--- src/rtl/cfb_pkg.sv ---
// ----------------------------------------------------------------------------
// cfb_pkg
// Shared types, constants and crc helpers for the command frame builder.
// ----------------------------------------------------------------------------
package cfb_pkg;

   localparam logic [7:0]  SYNC_BYTE      = 8'h55;
   localparam logic [7:0]  VERSION_BITS   = 8'h04;
   localparam logic [7:0]  LEN_HIGH_MASK  = 8'h03;
   localparam logic [9:0]  FRAME_OVERHEAD = 10'd13;
   localparam logic [7:0]  CRC8_SEED      = 8'h77;
   localparam logic [7:0]  CRC8_POLY      = 8'h8C;
   localparam logic [15:0] CRC16_SEED     = 16'h3692;
   localparam logic [15:0] CRC16_POLY     = 16'h8408;

   // byte positions inside one queue entry
   localparam logic [3:0] IDX_LEN_LO   = 4'd1;
   localparam logic [3:0] IDX_LEN_HI   = 4'd2;
   localparam logic [3:0] IDX_HDR_CRC  = 4'd3;
   localparam logic [3:0] IDX_SENDER   = 4'd4;
   localparam logic [3:0] IDX_RECEIVER = 4'd5;
   localparam logic [3:0] IDX_ID_HI    = 4'd6;
   localparam logic [3:0] IDX_ID_LO    = 4'd7;
   localparam logic [3:0] IDX_FLAGS    = 4'd8;
   localparam logic [3:0] IDX_CMD_SET  = 4'd9;
   localparam logic [3:0] IDX_CMD_ID   = 4'd10;
   localparam logic [3:0] HDR_LAST_IDX = 4'd10;

   typedef enum logic {
      KIND_HEADER  = 1'b0,
      KIND_PAYLOAD = 1'b1
   } kind_type;

   typedef struct packed {
      logic        kind;
      logic [7:0]  sender;
      logic [7:0]  receiver;
      logic [15:0] msg_id;
      logic [7:0]  msg_flags;
      logic [7:0]  cmd_set;
      logic [7:0]  cmd_id;
      logic [9:0]  payload_length;
      logic [7:0]  payload_byte;
   } req_type;

   typedef struct packed {
      logic [7:0] out_byte;
      logic       frame_end;
      logic       run_last;
   } rsp_type;

   typedef struct packed {
      kind_type    op;
      logic        close;      // trailer follows this entry
      logic [7:0]  sender;
      logic [7:0]  receiver;
      logic [15:0] msg_id;
      logic [7:0]  msg_flags;
      logic [7:0]  cmd_set;
      logic [7:0]  cmd_id;
      logic [9:0]  total_len;
      logic [7:0]  data;
   } entry_type;

   typedef struct packed {
      logic valid;
      logic full;
   } q_status_type;

   function automatic logic [7:0] crc8_update(input logic [7:0] crc, input logic [7:0] b);
      logic [7:0] c;
      c = crc ^ b;
      for (int k = 0; k < 8; k++) begin
         c = c[0] ? ((c >> 1) ^ CRC8_POLY) : (c >> 1);
      end
      return c;
   endfunction

   function automatic logic [15:0] crc16_update(input logic [15:0] crc, input logic [7:0] b);
      logic [15:0] c;
      c = crc ^ {8'h00, b};
      for (int k = 0; k < 8; k++) begin
         c = c[0] ? ((c >> 1) ^ CRC16_POLY) : (c >> 1);
      end
      return c;
   endfunction

endpackage

--- src/rtl/cfb_front.sv ---
// ----------------------------------------------------------------------------
// cfb_front
// Accepts request items, tracks the open frame and queues work for the back.
// ----------------------------------------------------------------------------
module cfb_front
   import cfb_pkg::*;
(
   input  logic         clock,
   input  logic         reset,
   input  logic         req_valid,
   output logic         req_ready,
   input  req_type      req_data,
   input  q_status_type q_status,
   output logic         push,
   output entry_type    push_entry
);

   logic [9:0] remaining_ff, remaining_in;
   logic       accept;

   assign req_ready = !q_status.full;
   assign accept    = req_valid && req_ready;

   always_comb begin
      remaining_in          = remaining_ff;
      push                  = 1'b0;
      push_entry.op         = kind_type'(req_data.kind);
      push_entry.close      = 1'b0;
      push_entry.sender     = req_data.sender;
      push_entry.receiver   = req_data.receiver;
      push_entry.msg_id     = req_data.msg_id;
      push_entry.msg_flags  = req_data.msg_flags;
      push_entry.cmd_set    = req_data.cmd_set;
      push_entry.cmd_id     = req_data.cmd_id;
      push_entry.total_len  = req_data.payload_length + FRAME_OVERHEAD;
      push_entry.data       = req_data.payload_byte;
      if (accept) begin
         if (req_data.kind == KIND_HEADER) begin
            // a new header drops any frame still open
            push             = 1'b1;
            push_entry.close = (req_data.payload_length == 10'd0);
            remaining_in     = req_data.payload_length;
         end else if (remaining_ff != 10'd0) begin
            push             = 1'b1;
            push_entry.close = (remaining_ff == 10'd1);
            remaining_in     = remaining_ff - 10'd1;
         end
      end
   end

   always_ff @(posedge clock) begin
      if (reset) begin
         remaining_ff <= 10'd0;
      end else begin
         remaining_ff <= remaining_in;
      end
   end

endmodule

--- src/rtl/cfb_queue.sv ---
// ----------------------------------------------------------------------------
// cfb_queue
// Two-entry queue that decouples the front from the byte serializer.
// ----------------------------------------------------------------------------
module cfb_queue
   import cfb_pkg::*;
(
   input  logic         clock,
   input  logic         reset,
   input  logic         push,
   input  entry_type    push_entry,
   input  logic         pop,
   output entry_type    head,
   output q_status_type q_status
);

   entry_type  mem_ff [2];
   logic       wr_ptr_ff, wr_ptr_in;
   logic       rd_ptr_ff, rd_ptr_in;
   logic [1:0] count_ff, count_in;

   assign head           = mem_ff[rd_ptr_ff];
   assign q_status.valid = (count_ff != 2'd0);
   assign q_status.full  = (count_ff == 2'd2);

   always_comb begin
      wr_ptr_in = push ? !wr_ptr_ff : wr_ptr_ff;
      rd_ptr_in = pop ? !rd_ptr_ff : rd_ptr_ff;
      count_in  = count_ff + {1'b0, push} - {1'b0, pop};
   end

   always_ff @(posedge clock) begin
      if (push) begin
         mem_ff[wr_ptr_ff] <= push_entry;
      end
   end

   always_ff @(posedge clock) begin
      if (reset) begin
         wr_ptr_ff <= 1'b0;
         rd_ptr_ff <= 1'b0;
         count_ff  <= 2'd0;
      end else begin
         wr_ptr_ff <= wr_ptr_in;
         rd_ptr_ff <= rd_ptr_in;
         count_ff  <= count_in;
      end
   end

endmodule

--- src/rtl/cfb_back.sv ---
// ----------------------------------------------------------------------------
// cfb_back
// Serializes queue entries into frame bytes, runs both crcs, drives the
// response register.
// ----------------------------------------------------------------------------
module cfb_back
   import cfb_pkg::*;
(
   input  logic         clock,
   input  logic         reset,
   input  entry_type    head,
   input  q_status_type q_status,
   output logic         pop,
   output logic         rsp_valid,
   input  logic         rsp_ready,
   output rsp_type      rsp_data
);

   logic [3:0]  idx_ff, idx_in;
   logic [7:0]  crc8_ff, crc8_in;
   logic [15:0] crc16_ff, crc16_in;
   logic        rsp_valid_ff, rsp_valid_in;
   rsp_type     rsp_data_ff, rsp_data_in;

   logic        fire;
   logic [3:0]  data_last;
   logic [3:0]  entry_last;
   logic        is_trailer_lo, is_trailer_hi;
   logic [7:0]  byte_sel;
   logic [7:0]  crc8_base;
   logic [15:0] crc16_base;

   assign rsp_valid = rsp_valid_ff;
   assign rsp_data  = rsp_data_ff;

   assign fire          = q_status.valid && (!rsp_valid_ff || rsp_ready);
   assign data_last     = (head.op == KIND_HEADER) ? HDR_LAST_IDX : 4'd0;
   assign is_trailer_lo = head.close && (idx_ff == data_last + 4'd1);
   assign is_trailer_hi = head.close && (idx_ff == data_last + 4'd2);
   assign entry_last    = head.close ? data_last + 4'd2 : data_last;
   assign pop           = fire && (idx_ff == entry_last);

   always_comb begin
      if (head.op == KIND_HEADER) begin
         case (idx_ff)
            4'd0:         byte_sel = SYNC_BYTE;
            IDX_LEN_LO:   byte_sel = head.total_len[7:0];
            IDX_LEN_HI:   byte_sel = VERSION_BITS |
                                     ({6'd0, head.total_len[9:8]} & LEN_HIGH_MASK);
            IDX_HDR_CRC:  byte_sel = crc8_ff;
            IDX_SENDER:   byte_sel = head.sender;
            IDX_RECEIVER: byte_sel = head.receiver;
            IDX_ID_HI:    byte_sel = head.msg_id[15:8];
            IDX_ID_LO:    byte_sel = head.msg_id[7:0];
            IDX_FLAGS:    byte_sel = head.msg_flags;
            IDX_CMD_SET:  byte_sel = head.cmd_set;
            IDX_CMD_ID:   byte_sel = head.cmd_id;
            default:      byte_sel = 8'h00;
         endcase
      end else begin
         byte_sel = head.data;
      end
      if (is_trailer_lo) begin
         byte_sel = crc16_ff[7:0];
      end else if (is_trailer_hi) begin
         byte_sel = crc16_ff[15:8];
      end
   end

   always_comb begin
      // the header restarts both crcs on its sync byte
      crc8_base  = (idx_ff == 4'd0) ? CRC8_SEED : crc8_ff;
      crc16_base = (head.op == KIND_HEADER && idx_ff == 4'd0) ? CRC16_SEED : crc16_ff;

      idx_in       = idx_ff;
      crc8_in      = crc8_ff;
      crc16_in     = crc16_ff;
      rsp_data_in  = rsp_data_ff;
      rsp_valid_in = rsp_valid_ff && !rsp_ready;
      if (fire) begin
         rsp_valid_in          = 1'b1;
         rsp_data_in.out_byte  = byte_sel;
         rsp_data_in.frame_end = is_trailer_hi;
         rsp_data_in.run_last  = (idx_ff == entry_last);
         idx_in                = pop ? 4'd0 : idx_ff + 4'd1;
         if (head.op == KIND_HEADER && idx_ff < IDX_HDR_CRC) begin
            crc8_in = crc8_update(crc8_base, byte_sel);
         end
         if (is_trailer_hi) begin
            crc16_in = CRC16_SEED;
         end else if (!is_trailer_lo) begin
            crc16_in = crc16_update(crc16_base, byte_sel);
         end
      end
   end

   always_ff @(posedge clock) begin
      rsp_data_ff <= rsp_data_in;
      crc8_ff     <= crc8_in;
   end

   always_ff @(posedge clock) begin
      if (reset) begin
         idx_ff       <= 4'd0;
         crc16_ff     <= CRC16_SEED;
         rsp_valid_ff <= 1'b0;
      end else begin
         idx_ff       <= idx_in;
         crc16_ff     <= crc16_in;
         rsp_valid_ff <= rsp_valid_in;
      end
   end

endmodule

--- src/rtl/command_frame_builder_crc8_crc16_core.sv ---
// ----------------------------------------------------------------------------
// command_frame_builder_crc8_crc16_core
// Command frame builder: header and payload items in, framed bytes out with
// a crc-8 header check and a crc-16 frame check.
//
//   channel  direction  handshake            payload
//   req      in         req_valid/req_ready  req_data (req_type)
//   rsp      out        rsp_valid/rsp_ready  rsp_data (rsp_type)
//
// a payload item yields one byte, its last one also the crc-16 pair
// a header yields eleven bytes, thirteen with an empty payload; when not
// stalled, the serializer emits one byte per cycle through the rsp register
// a two-entry queue lets the front take items while the serializer works
// synchronous active-high reset empties the queue and the response register
// an rsp stall holds the serializer; req stalls only when the queue is full
// ----------------------------------------------------------------------------
module command_frame_builder_crc8_crc16_core
   import cfb_pkg::*;
(
   input  logic    clock,
   input  logic    reset,
   input  logic    req_valid,
   output logic    req_ready,
   input  req_type req_data,
   output logic    rsp_valid,
   input  logic    rsp_ready,
   output rsp_type rsp_data
);

   q_status_type q_status;
   logic         push;
   logic         pop;
   entry_type    push_entry;
   entry_type    head;

   cfb_front u_front (
      .clock      (clock),
      .reset      (reset),
      .req_valid  (req_valid),
      .req_ready  (req_ready),
      .req_data   (req_data),
      .q_status   (q_status),
      .push       (push),
      .push_entry (push_entry)
   );

   cfb_queue u_queue (
      .clock      (clock),
      .reset      (reset),
      .push       (push),
      .push_entry (push_entry),
      .pop        (pop),
      .head       (head),
      .q_status   (q_status)
   );

   cfb_back u_back (
      .clock     (clock),
      .reset     (reset),
      .head      (head),
      .q_status  (q_status),
      .pop       (pop),
      .rsp_valid (rsp_valid),
      .rsp_ready (rsp_ready),
      .rsp_data  (rsp_data)
   );

   // the closing crc byte always ends the run of its item
   a_end_is_last: assert property (@(posedge clock) disable iff (reset)
      rsp_valid && rsp_data.frame_end |-> rsp_data.run_last)
      else $error("frame_end without run_last");

   // an accepted header is queued and cannot be drained in the same cycle
   a_header_queued: assert property (@(posedge clock) disable iff (reset)
      req_valid && req_ready && req_data.kind == KIND_HEADER |=> q_status.valid)
      else $error("accepted header not queued");

   // nothing is presented in the cycle after reset
   a_reset_idle: assert property (@(posedge clock)
      reset |=> !rsp_valid)
      else $error("response valid after reset");

   // the serializer never pops an empty queue
   a_pop_nonempty: assert property (@(posedge clock) disable iff (reset)
      pop |-> q_status.valid)
      else $error("pop from empty queue");

endmodule

--- config.mk ---
export PLATFORM = sky130hd
export DESIGN_NAME = command_frame_builder_crc8_crc16_core
export DESIGN_NICKNAME = d
export VERILOG_FILES = /design/src/rtl/cfb_pkg.sv /design/src/rtl/cfb_front.sv /design/src/rtl/cfb_queue.sv /design/src/rtl/cfb_back.sv /design/src/rtl/command_frame_builder_crc8_crc16_core.sv
export SDC_FILE = /design/constraint.sdc
export NUM_CORES = 1
export LEC_CHECK = 0
export ABC_AREA = 1
export BUFFER_PORTS_ARGS = -buffer_cell sky130_fd_sc_hd__buf_2
export CAP_MARGIN = 25
export CORE_MARGIN = 2
export CORE_UTILIZATION = 54
export DETAILED_ROUTE_END_ITERATION = 16
export PLACE_DENSITY = 0.85
export SLEW_MARGIN = 20
export SYNTH_ARGS = -nofsm -noshare
export SYNTH_HDL_FRONTEND = slang
export SYNTH_SLANG_ARGS = --single-unit
--- constraint.sdc ---
create_clock -name clock -period 5 [get_ports clock]
set_clock_uncertainty 0.1 [all_clocks]
set_input_delay 0.5 -clock clock [delete_from_list [all_inputs] [get_ports clock]]
set_output_delay 0.5 -clock clock [all_outputs]
set_load 0.01 [all_outputs]
==> flow_metrics.py <==
metrics = {
    "status": {
        "outcome": "completed",
    },
    "clocking": {
        "clk-insertion-delay-late_ns": 0.50,
        "cts_resized": 0,
        "tritoncts": "done",
        "cts_buffers": 22,
        "cts_root_buf": "sky130_fd_sc_hd__clkbuf_16",
        "clk_pin_slew_worst_paths_ns": 0.06,
        "max-clock-path-buffers": 3,
        "ctsHoldBuffers": 0,
        "cts-htree-levels": 1,
        "clkSinkCount": 206,
        "cts_setup_buffers": 0,
    },
    "synthesis": {
        "ys_seq_area_share_pct": 58.0,
        "avgSynthCellArea_um2": 8.85,
        "synthArstFlopShare_pct": 0,
        "postSynth.topFlopCell": "sky130_fd_sc_hd__edfxtp_1",
        "synth_fp_nets": 1225,
        "post_synth_instance_area_mm2": 0.0100,
        "postSynthCellCount": 1135,
        "synth.ff_latch_count": 206,
        "yosys_warnings": 0,
        "synth_cell_type_count": 41,
        "edff_count_synth": 170,
    },
    "power": {
        "irDropWorstVdd_uv": 468,
        "power_density_mw_per_mm2": 640,
        "p_leak_nw": 5.05,
        "total_power_mw": 7.37,
    },
    "critical_path": {
        "start_kind": "flip-flop",
        "regToRegSetupSlack_ns": 1.64,
        "reg2regPathDepth": 19,
        "crit_type": "flip-flop to flip-flop",
        "worstReg2RegStart": "u_back.idx_ff[1]",
        "end_kind": "flip-flop",
        "critical_path_data_arrival_time_ns": 3.52,
        "timing.rr.end": "u_back.crc8_ff[1]",
        "cp.required_ns": 5.16,
        "crit_path_max_fanout": 8,
    },
    "sta": {
        "maximum_clock_frequency_mhz": 298,
        "grt_setup_unrepaired": "false",
        "final-setup-viol-count": 0,
        "setup_slack_ns": 1.64,
        "tns_ns": 0,
        "timing_hold_violations_final": 0,
        "post-route-min-period_ns": 3.36,
        "worst-slew-pin-transition_ns": 0.928,
        "worst_hold_slack_ns": 0.0794,
        "max-slew-margin-rel_pct": 37.9,
        "maxSlewViolCount": 0,
        "fin_crit_sh_pct": 67.1,
    },
    "routing": {
        "uppermost_routed_layer": "met4",
        "dr_wl_met2_mm": 11.8,
        "met3RoutedLength_mm": 2.20,
        "detailroute.via_count": 8188,
        "dr.pass1.iters": 7,
        "wl_mm": 23.8,
        "avgRoutedWirePerCell_um": 16.2,
        "met1Wirelength_mm": 9.07,
        "detailedRoute.firstIterationViolations": 705,
        "detail_route_antenna_nets": 0,
        "drt_drc_violations_left": 0,
        "post_drt_via_cell_ratio": 5.56,
    },
    "final_layout": {
        "layout-drive-gt1-share_pct": 15.0,
        "syn2layout_area_growth_pct": 14.7,
        "final_design_area_no_fill_mm2": 0.0115,
        "finish.net_count": 1318,
        "antenna_cells": 0,
    },
    "grt": {
        "first_pass_grt_wire_length_mm": 37.6,
        "globalRouteTotalUtil_pct": 24.1,
        "first_global_vias": 7699,
        "grt_overflow_total": 0,
        "grt_start_max_net_pins": 75,
        "number_of_antenna_violations_at_the_first_check_in_global_routing": 0,
    },
    "die": {
        "rows": 49,
        "start_util_pct": 55.5,
        "floorplan.io_pins": 91,
        "dieArea_mm2": 0.0197,
        "die_width_um": 140,
        "fp.coreArea_mm2": 0.0181,
        "die_height_um": 140,
    },
    "job": {
        "maxCapViolations": 0,
    },
    "placed_design": {
        "hpwl_mm": 16.5,
        "total_of_buffers_placed_on_input_and_output_ports": 90,
        "placement.setup.worst_slack_ns": 1.63,
        "placedInstanceArea_mm2": 0.0107,
        "finalWeightedCongestion": 0.952,
    },
    "hold_path": {
        "timing.hold.worst.class": "input port to flip-flop",
        "whs_endpoint": "u_queue.mem_ff[0][4]",
        "min_path_cells": 1,
        "start_point_of_the_worst_hold_path": "req_data[4]",
    },
}
==> stage by stage <==
| step | utilization (%) | cells |
|---|---|---|
| 4_1_cts | 63.6 | 1471 |
| 3_3_place_gp | 59.2 | 1432 |
| 3_5_place_dp | 59.2 | 1432 |
| 5_1_grt | 63.7 | 1472 |
| 6_report | 63.7 | 1472 |
| 2_1_floorplan | - | 1135 |
==> Yosys cell counts, types with 4 or more instances <==
cell,n,area (µm²)
sky130_fd_sc_hd__clkbuf_1,10,37.5
sky130_fd_sc_hd__xnor2_1,5,43.8
sky130_fd_sc_hd__nor3_1,6,30.0
sky130_fd_sc_hd__xor2_1,11,96.3
sky130_fd_sc_hd__buf_2,13,65.1
sky130_fd_sc_hd__nand2_4,13,146
sky130_fd_sc_hd__edfxtp_1,170,5100
sky130_fd_sc_hd__o21ai_1,4,20.0
sky130_fd_sc_hd__inv_2,9,33.8
sky130_fd_sc_hd__nand2_1,470,1760
sky130_fd_sc_hd__ha_1,11,138
sky130_fd_sc_hd__nand2_2,19,119
sky130_fd_sc_hd__nand3_1,78,390
sky130_fd_sc_hd__inv_1,76,285
sky130_fd_sc_hd__nor2_1,81,304
sky130_fd_sc_hd__dfxtp_1,36,721
sky130_fd_sc_hd__nor4_1,5,31.3
sky130_fd_sc_hd__o21ai_0,36,180
sky130_fd_sc_hd__a21oi_1,44,220
==> how the worst max path moves through the flow <==
stage                     start                    to  slack [ns]  cells after the start
3_5_place_dp          flip-flop     u_back.crc8_ff[1]        1.63                     17
3_3_place_gp          flip-flop     u_back.crc8_ff[1]        1.70                     17
6_report       u_back.idx_ff[1]     u_back.crc8_ff[1]        1.64                     19
2_1_floorplan      req_data[74]  u_queue.mem_ff[1][0]        0.09                      6
4_1_cts               flip-flop     u_back.crc8_ff[1]        1.62                     17
5_1_grt        u_back.idx_ff[0]    u_back.crc16_ff[1]        1.43                     17
==> placed cells by master (no fill, tap or decap), types with 4 or more instances in the layout <==
master	Yosys	routed
sky130_fd_sc_hd__nand2_2	19	19
sky130_fd_sc_hd__nor2_1	81	79
sky130_fd_sc_hd__nand2_1	470	470
sky130_fd_sc_hd__nor3_1	6	6
sky130_fd_sc_hd__o21ai_1	4	4
sky130_fd_sc_hd__dfxtp_1	36	35
sky130_fd_sc_hd__nor4_1	5	5
sky130_fd_sc_hd__nand2_4	13	13
sky130_fd_sc_hd__nand3_1	78	78
sky130_fd_sc_hd__buf_2	13	90
sky130_fd_sc_hd__o21ai_0	36	36
sky130_fd_sc_hd__clkinv_1	3	4
sky130_fd_sc_hd__xnor2_1	5	5
sky130_fd_sc_hd__edfxtp_1	170	170
sky130_fd_sc_hd__inv_1	76	76
sky130_fd_sc_hd__buf_4	3	5
sky130_fd_sc_hd__ha_1	11	11
sky130_fd_sc_hd__clkbuf_16	0	24
sky130_fd_sc_hd__bufinv_16	0	5
sky130_fd_sc_hd__inv_2	9	9
sky130_fd_sc_hd__xor2_1	11	11
sky130_fd_sc_hd__a21oi_1	44	44
==> critical path: stages (launching register included) <==
cell and delay (ns):
sky130_fd_sc_hd__dfxtp_1 0.37, sky130_fd_sc_hd__inv_1 0.16, sky130_fd_sc_hd__ha_1 0.20, sky130_fd_sc_hd__inv_1 0.07, sky130_fd_sc_hd__nor2_1 0.72, sky130_fd_sc_hd__nand2_1 0.11, sky130_fd_sc_hd__nand2_1 0.11, sky130_fd_sc_hd__nor2_1 0.06
sky130_fd_sc_hd__nand4_1 0.09, sky130_fd_sc_hd__nand3_1 0.16, sky130_fd_sc_hd__nand2_1 0.23, sky130_fd_sc_hd__nand2_2 0.12, sky130_fd_sc_hd__nand2_1 0.07, sky130_fd_sc_hd__nand2_1 0.07, sky130_fd_sc_hd__nand2_1 0.11, sky130_fd_sc_hd__nand2_2 0.09
sky130_fd_sc_hd__nand3_1 0.11, sky130_fd_sc_hd__nand2_2 0.07, sky130_fd_sc_hd__nand2_1 0.06, sky130_fd_sc_hd__nand2_1 0.05
==> power breakdown <==
group	internal [mW]	switching (mW)	leakage, nW
sequential	2.42	0.191	1.88
combinational	0.888	2.07	2.77
clock	1.14	0.659	0.395
==> registers in the layout, summed over array words and instances, names as in the netlist, named ones only <==
register              flops
u_back.rsp_data          10
u_queue.mem_ff          152
u_back.crc8_ff            8
u_back.crc16_ff          16
u_queue.rd_ptr_ff         1
u_back.idx_ff             4
u_queue.wr_ptr_ff         1
u_back.rsp_valid          1
u_front.remaining_ff     10
u_queue.count_ff          2
==> kinds of logic after synthesis <==
group / Yosys count / share of synthesized area (%)
buffers and inverters: 117 / 4.91
AND/OR/NAND/NOR: 684 / 28.7
XOR/XNOR: 18 / 1.72
AO/OA/AOI/OAI: 99 / 5.32
flip-flops: 206 / 58.0
adder cells (fa/ha/maj): 11 / 1.37
==> final cells by class <==
| class | count | area (µm²) |
|---|---|---|
| fillers | 1399 | 6560 |
| inverters | 89 | 337 |
| multi-input cells | 812 | 3740 |
| clock buffers | 28 | 626 |
| clock inverters | 11 | 185 |
| repair buffers | 97 | 519 |
| flip-flops and latches | 206 | 5830 |
| well taps | 229 | 287 |
==> per-layer routing <==
| layer | GRT usage [%] | up-vias |
|---|---|---|
| met5 | 0 | - |
| met4 | 8.61 | 0 |
| met3 | 5.47 | 65 |
| met2 | 41.1 | 408 |
| met1 | 30.4 | 3804 |
| li1 | - | 3911 |
Note: power is estimated with default switching activity, not from simulation.
